File: config.mk
export PLATFORM = sky130hd
export DESIGN_NAME = sps_controller
export DESIGN_NICKNAME = d
export VERILOG_FILES = /design/src/sps_pkg.sv /design/src/sps_controller.sv
export SDC_FILE = /design/constraint.sdc
export NUM_CORES = 1
export LEC_CHECK = 0
export ABC_AREA = 1
export ABC_CLOCK_PERIOD_IN_PS = 1150
export BUFFER_PORTS_ARGS = -buffer_cell sky130_fd_sc_hd__buf_2
export CAP_MARGIN = 40
export CORE_AREA = 10 10 47 49
export CTS_CLUSTER_DIAMETER = 50
export DETAILED_ROUTE_END_ITERATION = 7
export DIE_AREA = 0 0 57 59
export GPL_TIMING_DRIVEN = 0
export PLACE_DENSITY = 0.53
export SLEW_MARGIN = 20
export SYNTH_ARGS = -nofsm -noshare
export SYNTH_HDL_FRONTEND = slang
export SYNTH_SLANG_ARGS = --single-unit
export TNS_END_PERCENT = 1
File: constraint.sdc
create_clock -name clk -period 1.15 [get_ports clk]
set_clock_uncertainty 0.1 [all_clocks]
set_input_delay 0.1725 -clock clk [delete_from_list [all_inputs] [get_ports clk]]
set_output_delay 0.1725 -clock clk [all_outputs]
set_load 0.05 [all_outputs]
File: src/sps_pkg.sv
package sps_pkg;

    // Largest limit that the mark store can hold.
    localparam int MAX_N = 4096;

    // Field widths fixed by the interface.
    localparam int LIMIT_W = 13;
    localparam int SUM_W   = 24;

    // Mark store geometry: entries 0..MAX_N.
    localparam int DEPTH  = MAX_N + 1;
    localparam int ADDR_W = $clog2(MAX_N + 1);

    // Index and multiple counters reach at most 2*MAX_N.
    localparam int IDX_W = $clog2(2 * MAX_N + 1);

    // Commands from the controller to the datapath.
    typedef enum logic [3:0] {
        OP_NONE,
        OP_LOAD,
        OP_FILL,
        OP_RESTART,
        OP_READ,
        OP_START_CLR,
        OP_CLEAR,
        OP_NEXT,
        OP_OUT
    } dp_op_t;

    // Status from the datapath to the controller.
    typedef struct packed {
        logic n_lt_two;
        logic i_gt_n;
        logic j_gt_n;
        logic mark;
    } dp_status_t;

endpackage

File: src/sps_controller.sv
module sps_controller (
    input  logic                clk,
    input  logic                rst_n,
    input  logic                in_valid,
    output logic                in_stall,
    output logic                out_valid,
    input  logic                out_stall,
    input  sps_pkg::dp_status_t status,
    output sps_pkg::dp_op_t     op
);

    typedef enum logic [2:0] {
        S_IDLE,
        S_CHECK,
        S_FILL,
        S_READ,
        S_TEST,
        S_CLEAR,
        S_DONE
    } state_t;

    state_t state_reg;
    state_t state_next;
    logic   out_valid_reg;
    logic   out_valid_next;

    always_comb
    begin
        op         = sps_pkg::OP_NONE;
        state_next = state_reg;
        unique case (state_reg)
            S_IDLE:
            begin
                if (in_valid)
                begin
                    op         = sps_pkg::OP_LOAD;
                    state_next = S_CHECK;
                end
            end
            S_CHECK:
            begin
                state_next = status.n_lt_two ? S_DONE : S_FILL;
            end
            S_FILL:
            begin
                if (status.i_gt_n)
                begin
                    op         = sps_pkg::OP_RESTART;
                    state_next = S_READ;
                end
                else
                begin
                    op = sps_pkg::OP_FILL;
                end
            end
            S_READ:
            begin
                if (status.i_gt_n)
                begin
                    state_next = S_DONE;
                end
                else
                begin
                    op         = sps_pkg::OP_READ;
                    state_next = S_TEST;
                end
            end
            S_TEST:
            begin
                if (status.mark)
                begin
                    op         = sps_pkg::OP_START_CLR;
                    state_next = S_CLEAR;
                end
                else
                begin
                    op         = sps_pkg::OP_NEXT;
                    state_next = S_READ;
                end
            end
            S_CLEAR:
            begin
                if (status.j_gt_n)
                begin
                    op         = sps_pkg::OP_NEXT;
                    state_next = S_READ;
                end
                else
                begin
                    op = sps_pkg::OP_CLEAR;
                end
            end
            S_DONE:
            begin
                if (!out_valid_reg || !out_stall)
                begin
                    op         = sps_pkg::OP_OUT;
                    state_next = S_IDLE;
                end
            end
            default:
            begin
                state_next = S_IDLE;
            end
        endcase
    end

    always_comb
    begin
        out_valid_next = out_valid_reg;
        if (out_valid_reg && !out_stall)
        begin
            out_valid_next = 1'b0;
        end
        if (op == sps_pkg::OP_OUT)
        begin
            out_valid_next = 1'b1;
        end
    end

    always_ff @(posedge clk or negedge rst_n)
    begin
        if (!rst_n)
        begin
            state_reg     <= S_IDLE;
            out_valid_reg <= 1'b0;
        end
        else
        begin
            state_reg     <= state_next;
            out_valid_reg <= out_valid_next;
        end
    end

    assign in_stall  = (state_reg != S_IDLE);
    assign out_valid = out_valid_reg;

endmodule

==> metrics, run 1 <==
CP max-delay cell dfrtp_1; leakage around 0.00027 uW; slew of the pin with the lowest slew margin 0.174 ns; core area ~1400 um2; Net Sw Frac 0.539; CTS tree yes; Final Slew Violations 0; Syn Nets 53; IO buf count 13; Final Hold Viols 0; DP Wirelength 671 um; placed cell area just under 400 um2; DRT Wirelength approximately 930 um; DRC Markers 0; area of the multi-input gates 205 um2; largest net degree at the start of global routing 7; Comb power frac 0.726; Int Pwr 863 uW; worst hold path class input port to register; Chip Height 59 um; Sw Pwr between 1000 and 1500 uW; fin crit share 1.31; Final min period 1.50 ns; vias in the first global route 389; first-pass GRT wire length 1610 um; Filler cells about 170; Inserted Clock Buffers 3; Critical Path RT 0.88 ns; failing checks setup timing; Slew headroom 0.884; Fmax ~0.67 GHz; FF+latch count, synth 4; WS Path Type register to output port; crit path max fanout 5; final hold slack roughly 0.057 ns; Area Overhead vs Synth 77.3%; max reg flops 3; total number of vias approximately 370; Die Area between 3000 and 4000 um2; worst setup margin -0.351 ns; Synth cell types 14; CP top delay family flip-flops; Cell Rows 14; initial antenna violation count 0; worst path bufs/invs 2; Worst path max stage delay about 0.42 ns; global-route congestion overflow total 0; H-tree depth 1; IR drop worst, VDD ~1.6 mV; crit start category register; worst skew pair latency between 0.2 and 0.25 ns; GRT Resource Usage Total 0.0602; ant diodes 0; pwr/cell area roughly 3600 nW/um2; clock transition at the registers of the reported paths roughly 0.040 ns; Die W approximately 57 um; Synth Cell Area 292 um2; drt wl/cell around 11 um; Clock power frac 0.103; routability cong. 0.786; root buffer cell clkbuf_4; sequential fraction of the synthesis area 0.343; max-cap viol count 0; final setup violation count 7; cells after synthesis 45; initial DRC count 1; YS warnings 0; Setup Total Neg Slack -1.65 ns; finished layout cell area around 520 um2; crit path cell chain inv_2, nor2_4, nand2_1, nand2_4, buf_8; Nets 75; Initial Utilization 0.208; Reg area a little over 100 um2; fraction of layout cells with a size suffix above 1 0.576; DRT antenna net count 0; CP Capture Type output port; vias per inst ~4.5; outcome complete, but fails checks; RSZ-0062 raised after global routing yes; crit path DAT between 1 and 1.5 ns; Pre-antenna DRT Iters 2; Seq pwr share 0.171; clk sinks 4; Bufs on Longest Clock Path 2; Synth Area per Inst 6.48 um2; IO Count 14
synthesized netlist by cell type, drive strengths merged:
library cell | count | share of area
nand2 | 14 | 0.20
nor2 | 10 | 0.15
inv | 6 | 0.077
dfrtp | 4 | 0.34
nand3 | 4 | 0.069
nand4 | 2 | 0.043
o21ai | 2 | 0.034
a31o | 1 | 0.030
a31oi | 1 | 0.021
o21bai | 1 | 0.039
layout by cell type, fill, tap and decap left out, drive strengths merged, types with 2 or more instances in the layout:
cell type,instances
inv,6
o21ai,2
nand4,2
clkbuf,5
buf,15
nand2,14
nor2,10
nand3,4
dfrtp,4
layout make-up:
| cell class | count | share of cell area |
|---|---|---|
| Sequential cell | 4 | 0.201 |
| Multi-Input combinational cell | 35 | 0.397 |
| Timing Repair Buffer | 17 | 0.269 |
| Inverter | 6 | 0.0436 |
| Clock buffer | 4 | 0.0508 |
| Tap cell | 16 | 0.0387 |
worst register-to-register path, delay by kind of cell (launching register included):
family,cells,cell delay (ns)
AOI/OAI and AO/OA,1,0.06
buffers and inverters,1,0.16
DFF,1,0.45
and+or+nand+nor,3,0.29
per-layer routing:
| layer | up-vias | share of wire | global-route usage |
|---|---|---|---|
| li1 | 192 | - | - |
| met1 | 168 | 0.39 | 0.0550 |
| met2 | 9 | 0.51 | 0.101 |
| met3 | 0 | 0.094 | 0.0472 |
| met4 | 0 | 0 | 0.0201 |
| met5 | - | 0 | 0 |
logic make-up (layout without fill, tap and decap cells):
group | Yosys count | count (layout) | share of synthesized area
compound gates | 5 | 5 | 0.124
flops | 4 | 4 | 0.343
simple gates | 30 | 30 | 0.455
buf+inv | 6 | 27 | 0.0772
final timing paths:
path,from,to,slack (ns),cells past startpoint
min in group asynchronous,rst_n,state_reg[2],0.17,2
hold / removal,out_stall,out_valid,0.06,3
max in group asynchronous,rst_n,state_reg[0],0.64,2
hold reg to reg,out_valid,out_valid,0.40,2
setup / recovery,state_reg[2],op[1],-0.35,5
setup reg to reg,state_reg[1],state_reg[1],-0.03,5
power by group through the flow:
stage	logic, uW	registers, uW	clock network (uW)
after floorplan	781	335	0
after global placement	1030	299	0
after global routing	1470	330	217
final	1360	320	193
after CTS	1320	316	206
after detailed placement	1030	302	0
repair_timing:
action                     4_1_cts  5_1_grt
resized for setup               19        3
setup buffers                    3        0
hold endpoints to repair         4        0
setup endpoints to repair        7        8
pin swaps                        4        0
hold buffers                     1        0
metrics by stage:
step                instances   util  power (uW)  setup slack, ns
global placement           74  0.282        1320           -0.254
detailed placement         74  0.282        1330           -0.258
CTS                        82  0.363        1840           -0.347
finish                     82  0.369        1870           -0.351
global route               82  0.369        2020           -0.425
floorplan                  45      -        1120          -0.0803
Power figures use the tool's default switching activity.
==> run 2: changes to the inputs <==
--- a/config.mk
+++ b/config.mk
@@ -9,12 +9,14 @@
 export ABC_CLOCK_PERIOD_IN_PS = 1150
 export BUFFER_PORTS_ARGS = -buffer_cell sky130_fd_sc_hd__buf_2
 export CAP_MARGIN = 40
+export CELL_PAD_IN_SITES_DETAIL_PLACEMENT = 1
+export CELL_PAD_IN_SITES_GLOBAL_PLACEMENT = 1
 export CORE_AREA = 10 10 47 49
 export CTS_CLUSTER_DIAMETER = 50
 export DETAILED_ROUTE_END_ITERATION = 7
 export DIE_AREA = 0 0 57 59
 export GPL_TIMING_DRIVEN = 0
-export PLACE_DENSITY = 0.53
+export PLACE_DENSITY = 0.71
 export SLEW_MARGIN = 20
 export SYNTH_ARGS = -nofsm -noshare
 export SYNTH_HDL_FRONTEND = slang
==> run 2 against run 1 <==
The flow still finishes with violations (setup timing). Sequential power fell by 4%. Clock power about the same. Final area up 4.6%. Critical path depth unchanged. Largest cell class unchanged.
==> metrics, run 2 (synthesis gave the netlist of run 1 again) <==
outcome complete, but fails checks; failing checks setup timing; ant diodes 0; crit start category register; finished layout cell area roughly 540 um2; Nets between 70 and 80; min-delay src out_stall; initial DRC count 4; final hold slack roughly 0.066 ns; Seq pwr share 0.156; routability cong. 0.702; Slew headroom 0.880; DRT Wirelength between 1000 and 1500 um; fin crit share 1.29; worst hold path class input port to register; DP Wirelength between 700 and 800 um; reg2reg end state_reg[2]; placed cell area 395 um2; final setup violation count 7; worst setup margin -0.333 ns; Worst path max stage delay approximately 0.4 ns; Chip Height slightly below 60 um; clock transition at the registers of the reported paths ~0.040 ns; core area ~1400 um2; fraction of layout cells with a size suffix above 1 0.559; worst reg-to-reg setup slack -0.13 ns; Net Sw Frac 0.529; IO Count 14; vias in the first global route around 400; most frequent cells in the layout nand2_1, buf_2, nor2_1; Comb power frac 0.747; crit path max fanout 5; Die Area between 3000 and 4000 um2; first-pass GRT wire length approximately 1700 um; worst skew pair latency approximately 0.23 ns; clk sinks 4; slew of the pin with the lowest slew margin ~0.18 ns; pwr/cell area about 3600 nW/um2; crit path DAT between 1 and 1.5 ns; reg-to-reg startpoint state_reg[0]; Hold Path Stages 3; Final Hold Viols 0; Die W 57 um; DRC Markers 0; CP max-delay cell dfrtp_1; largest net degree at the start of global routing 7; CP Capture Type output port; Fmax approximately 0.67 GHz; Int Pwr 927 uW; Final min period 1.48 ns; commonest non-fill, non-tap cell in the layout nand2_1; DRT antenna net count 0; Pre-antenna DRT Iters 3; H-tree depth 1; worst reg-to-reg path cell count 7; max reg flops 3; leakage 0.000283 uW; Inserted Clock Buffers 3; Cell Rows 14; Hold Crit Endpoint out_valid; Bufs on Longest Clock Path 2; total number of vias 379; IO buf count 13; Initial Utilization 0.208; GRT Resource Usage Total 0.0644; root buffer cell clkbuf_4; Sw Pwr roughly 1000 uW; RSZ-0062 raised after global routing yes; Final Slew Violations 0; Critical Path RT between 0.8 and 0.9 ns; drt wl/cell 12.4 um; global-route congestion overflow total 0; Area Overhead vs Synth 85.4%; WS Path Type register to output port; CTS tree yes; initial antenna violation count 0; max-cap viol count 0; IR drop worst, VDD ~1.6 mV; crit path cell chain inv_2, nor2_4, o21ai_2, nand3_2, buf_8; vias per inst about 4.5; critical path startpoint state_reg[2]; Clock power frac 0.097
run 2: per-stage QoR:
stage	setup TNS [ns]	instances	total power (uW)	utilization	setup slack [ns]
floorplan	-0.282	45	1120	-	-0.0803
CTS	-1.87	83	1890	0.365	-0.334
global route	-2.33	84	2110	0.386	-0.423
global placement	-1.08	74	1330	0.282	-0.247
finish	-1.80	84	1970	0.386	-0.333
detailed placement	-1.19	74	1360	0.282	-0.279
run 2: how the worst max path moves through the flow:
| stage | slack [ns] | endpoint |
|---|---|---|
| after global placement | -0.25 | op[0] |
| after global routing | -0.42 | op[0] |
| after floorplan | -0.08 | op[3] |
| after detailed placement | -0.28 | op[0] |
| final | -0.33 | op[0] |
| after CTS | -0.33 | op[0] |
run 2: layout make-up:
class	count	area, um2
clock buffers	4	26.3
repair buffers	19	161
flip-flops and latches	4	103
multi-input cells	35	208
fillers	183	861
inverters	6	22.5
well taps	16	20.0
run 2: power groups by stage:
| stage | clock, uW | combinational (uW) | sequential (uW) |
|---|---|---|---|
| after floorplan | 0 | 781 | 335 |
| after CTS | 198 | 1390 | 307 |
| after global placement | 0 | 1040 | 296 |
| final | 192 | 1470 | 307 |
| after detailed placement | 0 | 1060 | 300 |
| after global routing | 213 | 1580 | 316 |
run 2: timing repair:
| item | CTS | global route |
|---|---|---|
| endpoints found under the setup margin | 7 | 9 |
| pin swaps | 5 | 3 |
| hold buffers | 1 | 0 |
| endpoints found under the hold margin | 4 | 0 |
| setup buffers | 4 | 1 |
| gates resized for setup | 17 | 6 |
run 2: per-layer routing:
metal  global-route usage  up-vias  share of wire
li1                     -      190              -
met3               0.0258        0          0.059
met4               0.0302        0              0
met1               0.0583      181           0.37
met2                0.122        8           0.57
met5                    0        -              0
run 2: critical path, delay by kind of cell, from the launching register on:
family | cells | cell delay, ns
AND/OR/NAND/NOR | 2 | 0.25
AO/OA/AOI/OAI | 1 | 0.09
buffers and inverters | 2 | 0.23
flip-flops | 1 | 0.40
